File: src/hw/rtl/kdlp_pkg.sv
`default_nettype none
package kdlp_pkg;

  // fixed field widths
  localparam int unsigned LEVELS_W  = 10;
  localparam int unsigned INDEX_W   = 4;
  localparam int unsigned EVENT_W   = 3;
  localparam int unsigned REPEAT_W  = 8;
  localparam int unsigned HOLD_W    = 16;
  localparam int unsigned DEB_W     = 8;
  localparam int unsigned IDLE_W    = 16;
  localparam int unsigned CFG_IDX_W = 3;
  localparam int unsigned CFG_DATA_W = 16;

  // default key count
  localparam int unsigned KEYS_DEFAULT = 10;

  // repeat-clearing window width above hold_max
  localparam logic [HOLD_W:0] REPEAT_WINDOW = (HOLD_W+1)'(2);

  // event codes
  localparam logic [EVENT_W-1:0] EV_NONE       = 3'd0;
  localparam logic [EVENT_W-1:0] EV_DOWN       = 3'd1;
  localparam logic [EVENT_W-1:0] EV_HOLDING    = 3'd2;
  localparam logic [EVENT_W-1:0] EV_SHORT_LONG = 3'd3;
  localparam logic [EVENT_W-1:0] EV_LONG       = 3'd4;
  localparam logic [EVENT_W-1:0] EV_PRESSED    = 3'd5;

  // register indexes
  localparam logic [CFG_IDX_W-1:0] REG_LOOP_MODE  = 3'd0;
  localparam logic [CFG_IDX_W-1:0] REG_DEBOUNCE   = 3'd1;
  localparam logic [CFG_IDX_W-1:0] REG_HOLD_MAX   = 3'd2;
  localparam logic [CFG_IDX_W-1:0] REG_SHORT_LONG = 3'd3;
  localparam logic [CFG_IDX_W-1:0] REG_LONG       = 3'd4;
  localparam logic [CFG_IDX_W-1:0] REG_IDLE_CLEAR = 3'd5;

  // register reset values
  localparam logic              LOOP_MODE_RST  = 1'b1;
  localparam logic [DEB_W-1:0]  DEBOUNCE_RST   = 8'd3;
  localparam logic [HOLD_W-1:0] HOLD_MAX_RST   = 16'd200;
  localparam logic [HOLD_W-1:0] SHORT_LONG_RST = 16'd100;
  localparam logic [HOLD_W-1:0] LONG_RST       = 16'd300;
  localparam logic [IDLE_W-1:0] IDLE_CLEAR_RST = 16'd50;

  typedef struct packed {
    logic              loop_mode;
    logic [DEB_W-1:0]  debounce_ticks;
    logic [HOLD_W-1:0] hold_max;
    logic [HOLD_W-1:0] short_long_ticks;
    logic [HOLD_W-1:0] long_ticks;
    logic [IDLE_W-1:0] idle_clear_ticks;
  } cfg_t;

  // what one lane reports after a tick
  typedef struct packed {
    logic [EVENT_W-1:0]  key_event;
    logic [REPEAT_W-1:0] repeat_count;
    logic [HOLD_W-1:0]   hold_count;
  } lane_out_t;

endpackage
`default_nettype wire

File: src/hw/rtl/kdlp_if.sv
`default_nettype none
// scan tick channel
interface kdlp_in_if;
  logic                           valid;
  logic                           ready;
  logic [kdlp_pkg::LEVELS_W-1:0]  key_levels;

  modport source (output valid, output key_levels, input ready);
  modport sink   (input valid, input key_levels, output ready);
endinterface

// per-key result channel
interface kdlp_out_if;
  logic                           valid;
  logic                           ready;
  logic [kdlp_pkg::INDEX_W-1:0]   key_index;
  logic [kdlp_pkg::EVENT_W-1:0]   key_event;
  logic [kdlp_pkg::REPEAT_W-1:0]  repeat_count;
  logic [kdlp_pkg::HOLD_W-1:0]    hold_count;
  logic                           last_key;

  modport source (output valid, output key_index, output key_event, output repeat_count,
                  output hold_count, output last_key, input ready);
  modport sink   (input valid, input key_index, input key_event, input repeat_count,
                  input hold_count, input last_key, output ready);
endinterface
`default_nettype wire

File: src/hw/rtl/key_debounce_long_press.sv
// key_debounce_long_press: per-key debounce and long-press tracking
// the beat for key 0 is valid in the cycle after a scan tick is accepted
// one result beat per cycle from the lane mux while result_out.ready is high
// all key lanes update together in the accept cycle; the next tick may be taken
// in the cycle the last beat goes out
// reset (synchronous, rst high): keys idle, counts and events cleared, registers at defaults
`default_nettype none
module key_debounce_long_press #(
  parameter int unsigned KEYS = kdlp_pkg::KEYS_DEFAULT
) (
  input  wire logic                               clk,
  input  wire logic                               rst,
  kdlp_in_if.sink                                 key_in,
  kdlp_out_if.source                              result_out,
  input  wire logic                               cfg_we,
  input  wire logic [kdlp_pkg::CFG_IDX_W-1:0]     cfg_index,
  input  wire logic [kdlp_pkg::CFG_DATA_W-1:0]    cfg_data
);

  kdlp_pkg::cfg_t      cfg;
  kdlp_pkg::lane_out_t lanes [KEYS];
  logic                can_start;
  logic                accept;

  // configuration registers
  always_ff @(posedge clk) begin
    if (rst) begin
      cfg.loop_mode        <= kdlp_pkg::LOOP_MODE_RST;
      cfg.debounce_ticks   <= kdlp_pkg::DEBOUNCE_RST;
      cfg.hold_max         <= kdlp_pkg::HOLD_MAX_RST;
      cfg.short_long_ticks <= kdlp_pkg::SHORT_LONG_RST;
      cfg.long_ticks       <= kdlp_pkg::LONG_RST;
      cfg.idle_clear_ticks <= kdlp_pkg::IDLE_CLEAR_RST;
    end else if (cfg_we) begin
      unique case (cfg_index)
        kdlp_pkg::REG_LOOP_MODE:  cfg.loop_mode        <= cfg_data[0];
        kdlp_pkg::REG_DEBOUNCE:   cfg.debounce_ticks   <= cfg_data[kdlp_pkg::DEB_W-1:0];
        kdlp_pkg::REG_HOLD_MAX:   cfg.hold_max         <= cfg_data[kdlp_pkg::HOLD_W-1:0];
        kdlp_pkg::REG_SHORT_LONG: cfg.short_long_ticks <= cfg_data[kdlp_pkg::HOLD_W-1:0];
        kdlp_pkg::REG_LONG:       cfg.long_ticks       <= cfg_data[kdlp_pkg::HOLD_W-1:0];
        kdlp_pkg::REG_IDLE_CLEAR: cfg.idle_clear_ticks <= cfg_data[kdlp_pkg::IDLE_W-1:0];
        default: begin
        end
      endcase
    end
  end

  assign key_in.ready = can_start;
  assign accept       = key_in.valid && can_start;

  // one lane per key; keys beyond the input width read as released
  for (genvar k = 0; k < KEYS; k++) begin : g_lane
    logic pressed;
    if (k < kdlp_pkg::LEVELS_W) begin : g_wired
      assign pressed = key_in.key_levels[k];
    end else begin : g_unwired
      assign pressed = 1'b0;
    end
    kdlp_lane u_lane (
      .clk     (clk),
      .rst     (rst),
      .step    (accept),
      .pressed (pressed),
      .cfg     (cfg),
      .result  (lanes[k])
    );
  end

  kdlp_merge #(.KEYS(KEYS)) u_merge (
    .clk       (clk),
    .rst       (rst),
    .start     (accept),
    .can_start (can_start),
    .lanes     (lanes),
    .res       (result_out)
  );

endmodule
`default_nettype wire

File: src/hw/rtl/kdlp_lane.sv
`default_nettype none
module kdlp_lane (
  input  wire logic                clk,
  input  wire logic                rst,
  input  wire logic                step,
  input  wire logic                pressed,
  input  wire kdlp_pkg::cfg_t      cfg,
  output kdlp_pkg::lane_out_t      result
);

  typedef enum logic [1:0] {
    ST_IDLE     = 2'd0,
    ST_DEBOUNCE = 2'd1,
    ST_HELD     = 2'd2,
    ST_RELEASE  = 2'd3
  } state_t;

  state_t                            state, state_next;
  logic [kdlp_pkg::EVENT_W-1:0]      sticky, sticky_next;
  logic [kdlp_pkg::DEB_W-1:0]        deb, deb_next;
  logic [kdlp_pkg::HOLD_W-1:0]       hold, hold_next;
  logic [kdlp_pkg::REPEAT_W-1:0]     rep, rep_next;
  logic [kdlp_pkg::IDLE_W-1:0]       idle, idle_next;

  logic                              counted;
  logic                              settled;
  logic [kdlp_pkg::DEB_W-1:0]        deb_count;
  logic [kdlp_pkg::HOLD_W-1:0]       hold_inc;
  logic [kdlp_pkg::IDLE_W-1:0]       idle_inc;
  logic                              in_window;

  assign counted = cfg.loop_mode;

  // debounce counter, saturating at the threshold
  always_comb begin
    if (pressed && counted) begin
      if (deb < cfg.debounce_ticks) begin
        deb_count = deb + kdlp_pkg::DEB_W'(1);
      end else begin
        deb_count = deb;
      end
    end else begin
      deb_count = '0;
    end
  end

  assign settled  = !counted || (deb_count == cfg.debounce_ticks);
  assign hold_inc = (hold == '1) ? hold : hold + kdlp_pkg::HOLD_W'(1);
  assign idle_inc = idle + kdlp_pkg::IDLE_W'(1);
  assign in_window = (hold_inc >= cfg.hold_max) &&
                     ({1'b0, hold_inc} <= ({1'b0, cfg.hold_max} + kdlp_pkg::REPEAT_WINDOW));

  // next state of the key machine
  always_comb begin
    state_next  = state;
    sticky_next = sticky;
    deb_next    = deb_count;
    hold_next   = hold;
    rep_next    = rep;
    idle_next   = idle;
    unique case (state)
      ST_IDLE: begin
        if (pressed) begin
          if (counted) begin
            deb_next   = '0;
            state_next = ST_DEBOUNCE;
          end else begin
            hold_next  = '0;
            state_next = ST_HELD;
          end
        end else begin
          sticky_next = kdlp_pkg::EV_NONE;
          if (idle_inc >= cfg.idle_clear_ticks) begin
            idle_next = '0;
            rep_next  = '0;
          end else begin
            idle_next = idle_inc;
          end
        end
      end
      ST_DEBOUNCE: begin
        if (settled) begin
          if (pressed) begin
            state_next  = ST_HELD;
            sticky_next = kdlp_pkg::EV_DOWN;
          end else begin
            state_next = ST_IDLE;
          end
        end
      end
      ST_HELD: begin
        if (pressed) begin
          sticky_next = kdlp_pkg::EV_HOLDING;
          if (settled) begin
            hold_next = hold_inc;
            if (in_window) begin
              rep_next = '0;
            end
            if (hold_inc >= cfg.long_ticks) begin
              sticky_next = kdlp_pkg::EV_LONG;
            end else if (hold_inc >= cfg.short_long_ticks) begin
              sticky_next = kdlp_pkg::EV_SHORT_LONG;
            end
          end
        end else begin
          state_next = ST_RELEASE;
        end
      end
      ST_RELEASE: begin
        if (rep != '1) begin
          rep_next = rep + kdlp_pkg::REPEAT_W'(1);
        end
        sticky_next = kdlp_pkg::EV_PRESSED;
        hold_next   = '0;
        idle_next   = '0;
        state_next  = ST_IDLE;
      end
    endcase
  end

  // per-key state, updated once per tick
  always_ff @(posedge clk) begin
    if (rst) begin
      state  <= ST_IDLE;
      sticky <= kdlp_pkg::EV_NONE;
      deb    <= '0;
      hold   <= '0;
      rep    <= '0;
      idle   <= '0;
    end else if (step) begin
      state  <= state_next;
      sticky <= sticky_next;
      deb    <= deb_next;
      hold   <= hold_next;
      rep    <= rep_next;
      idle   <= idle_next;
    end
  end

  assign result.key_event    = sticky;
  assign result.repeat_count = rep;
  assign result.hold_count   = hold;

endmodule
`default_nettype wire

File: src/hw/rtl/kdlp_merge.sv
`default_nettype none
module kdlp_merge #(
  parameter int unsigned KEYS = kdlp_pkg::KEYS_DEFAULT
) (
  input  wire logic                 clk,
  input  wire logic                 rst,
  input  wire logic                 start,
  output logic                      can_start,
  input  wire kdlp_pkg::lane_out_t  lanes [KEYS],
  kdlp_out_if.source                res
);

  localparam int unsigned IDX_W = (KEYS > 1) ? $clog2(KEYS) : 1;
  localparam logic [IDX_W-1:0] LAST_IDX = IDX_W'(KEYS - 1);

  logic             busy;
  logic [IDX_W-1:0] idx;
  logic             last;
  logic             beat;

  assign last      = (idx == LAST_IDX);
  assign beat      = busy && res.ready;
  assign can_start = !busy || (res.ready && last);

  // walk the lanes one beat per cycle while res.ready is high; a new tick restarts the walk
  always_ff @(posedge clk) begin
    if (rst) begin
      busy <= 1'b0;
      idx  <= '0;
    end else if (start) begin
      busy <= 1'b1;
      idx  <= '0;
    end else if (beat) begin
      if (last) begin
        busy <= 1'b0;
      end else begin
        idx <= idx + IDX_W'(1);
      end
    end
  end

  // result beat from the selected lane
  assign res.valid        = busy;
  assign res.key_index    = kdlp_pkg::INDEX_W'(idx);
  assign res.key_event    = lanes[idx].key_event;
  assign res.repeat_count = lanes[idx].repeat_count;
  assign res.hold_count   = lanes[idx].hold_count;
  assign res.last_key     = last;

endmodule
`default_nettype wire

File: src/flat_wrapper.sv
// flat-port wrapper written by rule: the top's interface ports become plain ports
module key_debounce_long_press_flat 
#(
  parameter int unsigned KEYS = kdlp_pkg::KEYS_DEFAULT
)
  (clk, rst, cfg_we, cfg_index, cfg_data, key_in_valid, key_in_key_levels, key_in_ready, result_out_valid, result_out_key_index, result_out_key_event, result_out_repeat_count, result_out_hold_count, result_out_last_key, result_out_ready);
  kdlp_in_if key_in_i ();
  kdlp_out_if result_out_i ();
  input  wire logic clk;
  input  wire logic rst;
  input  wire logic cfg_we;
  input  wire logic [kdlp_pkg::CFG_IDX_W-1:0] cfg_index;
  input  wire logic [kdlp_pkg::CFG_DATA_W-1:0] cfg_data;
  input wire logic [$bits(key_in_i.valid)-1:0] key_in_valid;
  input wire logic [$bits(key_in_i.key_levels)-1:0] key_in_key_levels;
  output wire logic [$bits(key_in_i.ready)-1:0] key_in_ready;
  output wire logic [$bits(result_out_i.valid)-1:0] result_out_valid;
  output wire logic [$bits(result_out_i.key_index)-1:0] result_out_key_index;
  output wire logic [$bits(result_out_i.key_event)-1:0] result_out_key_event;
  output wire logic [$bits(result_out_i.repeat_count)-1:0] result_out_repeat_count;
  output wire logic [$bits(result_out_i.hold_count)-1:0] result_out_hold_count;
  output wire logic [$bits(result_out_i.last_key)-1:0] result_out_last_key;
  input wire logic [$bits(result_out_i.ready)-1:0] result_out_ready;
  assign key_in_i.valid = key_in_valid;
  assign key_in_i.key_levels = key_in_key_levels;
  assign key_in_ready = key_in_i.ready;
  assign result_out_valid = result_out_i.valid;
  assign result_out_key_index = result_out_i.key_index;
  assign result_out_key_event = result_out_i.key_event;
  assign result_out_repeat_count = result_out_i.repeat_count;
  assign result_out_hold_count = result_out_i.hold_count;
  assign result_out_last_key = result_out_i.last_key;
  assign result_out_i.ready = result_out_ready;
  key_debounce_long_press #(.KEYS(KEYS)) u_core (.clk(clk), .rst(rst), .key_in(key_in_i), .result_out(result_out_i), .cfg_we(cfg_we), .cfg_index(cfg_index), .cfg_data(cfg_data));
endmodule
File: config.mk
export PLATFORM = sky130hd
export DESIGN_NAME = key_debounce_long_press_flat
export DESIGN_NICKNAME = d
export VERILOG_FILES = /design/src/hw/rtl/kdlp_pkg.sv /design/src/hw/rtl/kdlp_if.sv /design/src/hw/rtl/key_debounce_long_press.sv /design/src/hw/rtl/kdlp_lane.sv /design/src/hw/rtl/kdlp_merge.sv /design/src/flat_wrapper.sv
export SDC_FILE = /design/constraint.sdc
export NUM_CORES = 2
export LEC_CHECK = 0
export CAP_MARGIN = 15
export CORE_UTILIZATION = 40
export CTS_BUF_LIST = sky130_fd_sc_hd__clkbuf_8
export DETAILED_ROUTE_END_ITERATION = 8
export DONT_BUFFER_PORTS = 1
export GPL_TIMING_DRIVEN = 0
export PLACE_DENSITY = 0.58
export SLEW_MARGIN = 20
export SYNTH_ARGS = -nofsm -noshare
export SYNTH_HDL_FRONTEND = slang
export SYNTH_SLANG_ARGS = --single-unit
File: constraint.sdc
create_clock -name clk -period 12.7 [get_ports clk]
set_input_delay 2.54 -clock clk [delete_from_list [all_inputs] [get_ports clk]]
set_output_delay 2.54 -clock clk [all_outputs]
set_load 0.02 [all_outputs]
Word-level counts from Yosys, hierarchy flattened
Index checks and enable logic that the tools add are counted.
{"block": "totals", "rom_bits": 0, "latch_bits": 0, "reg_bits": 608, "ram_bits": 0, "out_inout_bits": 34, "n_memories": 0}
{"block": "op_classes", "magnitude_cmp": 61, "n_div": 0, "eq_ne": 176, "shifts": 0, "n_addsub": 42, "mul": 0, "n_bitwise": 2, "n_reduce_logical": 128, "muxes": 338}
{"op": "16-bit 2-to-1 mux", "count": 61}
{"op": "8-bit 2-to-1 mux", "count": 110}
{"op": "16-bit greater-or-equal comparator", "count": 40}
{"op": "16-bit one-hot mux with 3 select lines", "count": 10}
{"op": "16-bit by 1-bit adder with 16-bit output (second input constant)", "count": 20}
{"op": "16-bit one-hot mux with 2 select lines", "count": 10}
{"op": "8-bit one-hot mux with 3 select lines", "count": 10}
{"op": "2-bit inequality test (second input constant)", "count": 110}
{"op": "3-bit 2-to-1 mux", "count": 60}
{"op": "16-bit by 17-bit <= comparator with 1-bit output", "count": 10}
{"op": "8-bit by 1-bit adder with 8-bit output (second input constant)", "count": 20}
{"op": "16-bit == test (second input constant)", "count": 10}
{"op": "3-bit one-hot mux with 4 select lines", "count": 10}
{"op": "27-bit binary-select mux with 4-bit select", "count": 1}
{"op": "2-bit 2-to-1 mux", "count": 41}
{"op": "8-bit == test", "count": 10}
{"op": "8-bit less-than comparator", "count": 10}
{"op": "8-bit inequality test (second input constant)", "count": 10}
{"op": "2-bit one-hot mux with 4 select lines", "count": 10}
{"op": "8-bit AND reduction", "count": 10}
{"op": "6-bit AND reduction", "count": 10}
{"op": "27-bit 2-to-1 mux", "count": 2}
{"op": "5-bit AND reduction", "count": 10}
{"op": "2-bit == test (second input constant)", "count": 20}
{"op": "other kinds (22)", "count": 132}

Logic depth before layout (Yosys ltp)
{"block": "depth", "ltp_word": 8, "depth_mapped": 24, "depth_no_buf": 22}

Cells and area by module
From an unflattened synthesis, not the netlist that was laid out.
{"block": "hier_totals", "cells_unflattened": 8719, "area_unflattened_um2": 66284.8}
{"mod": "kdlp_lane at u_core.g_lane[0].u_lane ...", "instances": 9, "cells_each": 819, "area_each_um2": 6087.1}
{"mod": "kdlp_lane at u_core.g_lane[9].u_lane", "instances": 1, "cells_each": 792, "area_each_um2": 5943.2}
{"mod": "key_debounce_long_press", "instances": 1, "cells_each": 277, "area_each_um2": 3022.9}
{"mod": "kdlp_merge", "instances": 1, "cells_each": 279, "area_each_um2": 2534.9}

Worst setup path after synthesis
Ideal clock, no wire load.
{"block": "synth_timing", "kind": "input-to-output", "start": "in result_out_ready", "end": "out key_in_ready", "required_time_ps": 10160, "setup_slack_ps": 6920, "arrival_ps": 3240, "cell_stages": 2, "path_cell_list": "inv_1 -> o21ai_0"}
{"block": "synth_via", "elab_chain_cells": 2}
{"item": "start, declared", "line": "flat_wrapper.sv:23", "source": "input wire logic [$bits(result_out_i.ready)-1:0] result_out_ready;"}
{"item": "1-bit logical AND", "line": "kdlp_merge.sv:23", "source": "assign can_start = !busy || (res.ready && last);"}
{"item": "1-bit logical OR", "line": "kdlp_merge.sv:23"}
{"item": "end, declared", "line": "flat_wrapper.sv:16", "source": "output wire logic [$bits(key_in_i.ready)-1:0] key_in_ready;"}
Every way passes these cells.

Worst setup path in the final report
{"block": "layout_timing", "start": "reg u_core.u_merge.idx[1], in the netlist u_core.u_merge.res.key_index[1]", "end": "reg u_core.g_lane[3].u_lane.hold[7] in the netlist's numbering"}
{"block": "layout_via", "elab_chain_cells": 5}
{"item": "start, declared", "line": "kdlp_merge.sv:17", "source": "logic [IDX_W-1:0] idx;"}
{"item": "start signal, assigned", "line": "kdlp_merge.sv:37", "source": "idx <= idx + IDX_W'(1);"}
{"item": "4-bit == test", "line": "kdlp_merge.sv:21", "source": "assign last = (idx == LAST_IDX);"}
{"item": "1-bit logical AND", "line": "kdlp_merge.sv:23"}
{"item": "1-bit logical OR", "line": "kdlp_merge.sv:23"}
{"item": "via key_in_ready", "line": "flat_wrapper.sv:16"}
{"item": "1-bit logical AND", "line": "key_debounce_long_press.sv:49", "source": "assign accept = key_in.valid && can_start;"}
{"item": "6-bit AND reduction (no line)"}
{"item": "end signal, assigned", "line": "kdlp_lane.sv:134", "source": "hold <= hold_next;"}
{"item": "end, declared", "line": "kdlp_lane.sv:21", "source": "logic [kdlp_pkg::HOLD_W-1:0] hold, hold_next;"}
The timed path passes the listed nets, and every way through them passes these cells.
A chain may end at the register's enable or synchronous reset.

==> flow_summary.json <==
{
  "dieHeight_um": 382,
  "ys_ff_latch": 608,
  "worst_slew_pin_slew_ns": 1.38,
  "dieArea_mm2": 0.146,
  "synth_cell_types": 98,
  "switching_share_pct": 31.6,
  "hp-class": "flop to flop",
  "cts_buffers": 120,
  "rr_worst_depth": 15,
  "cts_max_level": 3,
  "final_cell_count_no_fill": 9343,
  "syn_area_per_cell_um2": 8.00,
  "port_buffers": 0,
  "cts_tree": "built",
  "synthCells": 7212,
  "grt_pass1_wl_um": 355000,
  "drive_gt1_share_pct": 5.17,
  "vias": 59500,
  "min_from": "u_core.cfg[2]$_SDFFE_PP0P_",
  "wl_um": 244000,
  "power_mw": 4.91,
  "combPwrFrac_pct": 13.9,
  "rows": 138,
  "reg2reg_to": "u_core.g_lane[3].u_lane.hold[7]$_SDFFE_PP0P_",
  "rr_startpoint": "u_core.u_merge.res.key_index[1]$_SDFFE_PP0P_",
  "critPathLaunchType": "flop",
  "initial_utilization_pct": 40.5,
  "ys_seq_area_share_pct": 21.1,
  "nets": 8322,
  "fin_util_pct": 44.4,
  "dr.pass1.iters": 8,
  "cts_setup_buffers": 0,
  "area_delta_synth_final_pct": 9.45,
  "rsz0062_at_grt": "no",
  "r2r_slack_ns": 4.10,
  "grt_pass1_vias": 55300,
  "syn_area_mm2": 0.0577,
  "internal-power_mw": 3.36,
  "fmax_mhz": 116,
  "drtIter0Drc": 6474,
  "ys.flop_type": "dfxtp_1",
  "ir_worst_vdd_v": 0.0000804,
  "ctsRootBufferMaster": "clkbuf_8",
  "status": "completed",
  "powerDensity_mw_per_mm2": 77.8,
  "cp_max_fo": 10,
  "postCtsHoldBufs": 0,
  "gp_congestion": 1.02,
  "ant_nets": 0,
  "grt_start_max_net_pins": 20,
  "drc": 0,
  "cp.arrival_ns": 9.33,
  "period_share_pct": 67.7,
  "relSlewSlack_pct": 8.06,
  "cts.sinks": 608,
  "fill_cells": 14400,
  "synth-edff-count": 0,
  "clk-insertion-delay-late_ns": 0.89,
  "cp-end-kind": "flop",
  "yosysWarnings": 0,
  "slew_violations": 0,
  "whs_ns": 0.455,
  "routed_via_density": 6.36,
  "worstSetupPathType": "flop to flop",
  "p_sw_mw": 1.55,
  "async_flop_share_pct": 0,
  "cts_buffer_depth": 3,
  "dp_cells": 9122,
  "power_leakage_nw": 27.7,
  "ff_latch_area_mm2": 0.0122,
  "clockPowerShare_pct": 46.5,
  "min_to": "u_core.cfg[2]$_SDFFE_PP0P_",
  "cts_resized": 0,
  "skew_ns": 0.0608,
  "clk_pin_slew_worst_paths_ns": 0.07,
  "die-width_um": 382,
  "antenna_found_initial": 14,
  "tns_ns": 0,
  "max-cap-violations": 0,
  "syn_nets": 8179,
  "track_usage_pct": 32.3,
  "io_pins": 68,
  "p_seq_share_pct": 39.7,
  "grt_overflow_total": 0,
  "crit_required_ns": 13.43,
  "dp_hpwl_um": 190000,
  "multi_input_area_mm2": 0.0436,
  "post_drt_wl_per_cell_um": 26.2,
  "min_delay_path_depth": 2,
  "min_period_ns": 8.60,
  "core_mm2": 0.142,
  "setup_viol": 0,
  "finalHoldViolations": 0,
  "critPathLaunch": "u_core.u_merge.res.key_index[1]$_SDFFE_PP0P_"
}
[how the worst max path moves through the flow]
| stage | depth (start not counted) | end | slack [ns] |
|---|---|---|---|
| 2_1_floorplan | 2 | key_in_ready | 6.92 |
| 3_5_place_dp | 15 | u_core.g_lane[3].u_lane.hold[7]$_SDFFE_PP0P_ | 4.85 |
| 4_1_cts | 6 | result_out_repeat_count[7] | 4.62 |
| 6_report | 15 | u_core.g_lane[3].u_lane.hold[7]$_SDFFE_PP0P_ | 4.10 |
| 3_3_place_gp | 10 | u_core.g_lane[3].u_lane.hold[7]$_SDFFE_PP0P_ | 4.23 |
| 5_1_grt | 6 | result_out_repeat_count[4] | 4.33 |
[power by group through the flow]
stage	logic [mW]	registers, mW	clock network, mW
after CTS	0.655	1.95	2.30
after global routing	0.720	1.95	2.38
after global placement	0.639	1.99	0
after floorplan	0.400	1.98	0
after detailed placement	0.653	1.99	0
final	0.681	1.95	2.28
[Yosys cell counts, drive strengths merged, types with 23 or more instances]
cell	n	area (um2)
ha	933	11700
a21oi	650	3260
dfxtp	608	12200
nand2	601	2260
nor2	521	1960
o21ai	419	2100
nand3	307	1540
clkbuf	297	1110
a21o	286	2150
inv	214	803
xnor2	198	1730
nand4	196	1230
and3	164	1030
nor3	150	751
xor2	144	1260
mux2i	115	1150
nand2b	97	607
nand3b	80	601
or3	78	488
a211oi	73	571
o211ai	62	465
a22oi	57	428
nor2b	56	350
mux4	54	1220
o21a	53	398
nor4	50	313
a31oi	49	307
or4	48	368
and2	46	288
o31ai	45	343
buf	39	160
and4	34	298
o41ai	34	324
o22ai	33	206
a211o	31	272
a311oi	29	254
nor3b	26	195
a32o	24	240
o32ai	23	201
or2	23	144
[cell type report]
class / count / share of cell area, %
plain buffers: 336 / 2.05
multi-input cells: 6048 / 69.0
inverters: 220 / 1.31
repair buffers: 21 / 0.345
well taps: 1890 / 3.75
clock inverters: 50 / 0.638
diodes: 5 / 0.0198
flip-flops and latches: 608 / 19.3
clock buffers: 165 / 3.60
[through the flow]
step / area, um2 / setup WS (ns)
6_report: 63100 / 4.10
5_1_grt: 63100 / 4.33
4_1_cts: 63100 / 4.62
3_5_place_dp: 60400 / 4.85
3_3_place_gp: 60000 / 4.23
2_1_floorplan: 57700 / 6.92
[sequential cells by signal (all words and copies together), names as in the netlist]
| name | cells |
|---|---|
| u_core.u_merge.res.valid | 1 |
| u_core.g_lane.u_lane.rep | 80 |
| u_core.g_lane.u_lane.sticky | 30 |
| u_core.g_lane.u_lane.state | 20 |
| u_core.g_lane.u_lane.idle | 160 |
| u_core.g_lane.u_lane.hold | 160 |
| u_core.cfg | 73 |
| u_core.u_merge.res.key_index | 4 |
| u_core.g_lane.u_lane.deb | 80 |
[critical path, stage by stage, from the launching register on]
cell and delay, ns:
dfxtp_1 0.50, buf_1 0.42, clkbuf_1 0.56, inv_1 0.24, ha_1 0.17, nand3b_1 0.62, o21ai_1 0.77, buf_4 0.28
and2_1 0.49, clkbuf_1 0.75, clkbuf_1 1.01, clkbuf_1 1.08, clkbuf_1 0.85, o21ai_0 0.33, o21ai_0 0.24, a21oi_1 0.08
[cell usage in the layout, fill, tap and decap left out, types with 33 or more instances in the layout]
cell type,instances
or3_1,78
or4_1,46
a21o_1,286
clkbuf_1,285
nand3b_1,80
nor3_1,150
mux4_2,54
o22ai_1,33
nand4_1,196
mux2i_1,115
nor2_1,521
a22oi_1,57
o211ai_1,62
o21a_1,53
xnor2_1,185
dfxtp_1,608
a21oi_1,648
clkbuf_8,165
ha_1,933
and3_1,164
and2_1,43
nand3_1,307
nor4_1,49
nand2b_1,97
inv_1,233
o31ai_1,43
nand2_1,601
nor2b_1,56
a31oi_1,48
o21ai_0,408
a211oi_1,68
xor2_1,143
and4_1,34
[kinds of logic (layout without fill, tap and decap cells)]
group	count (synthesis)	after routing	share of synthesized area [%]
fa+ha+maj	937	937	20.3
xor+xnor	344	344	5.27
simple gates	2514	2514	22.1
mux	180	180	4.32
buf+inv	556	792	3.64
flops	608	608	21.1
other cells	0	5	0
compound gates	2073	2073	23.3
[routing by layer]
layer  GRT usage (%)  vias up  part of all wire, %
met1            42.6    28500                   42
met5               0        -                0.041
met2            49.3     2907                   43
met4            16.4        4                  5.8
met3            6.68      625                  9.8
li1                -    27400                    -
Power figures use the tool's default switching activity.
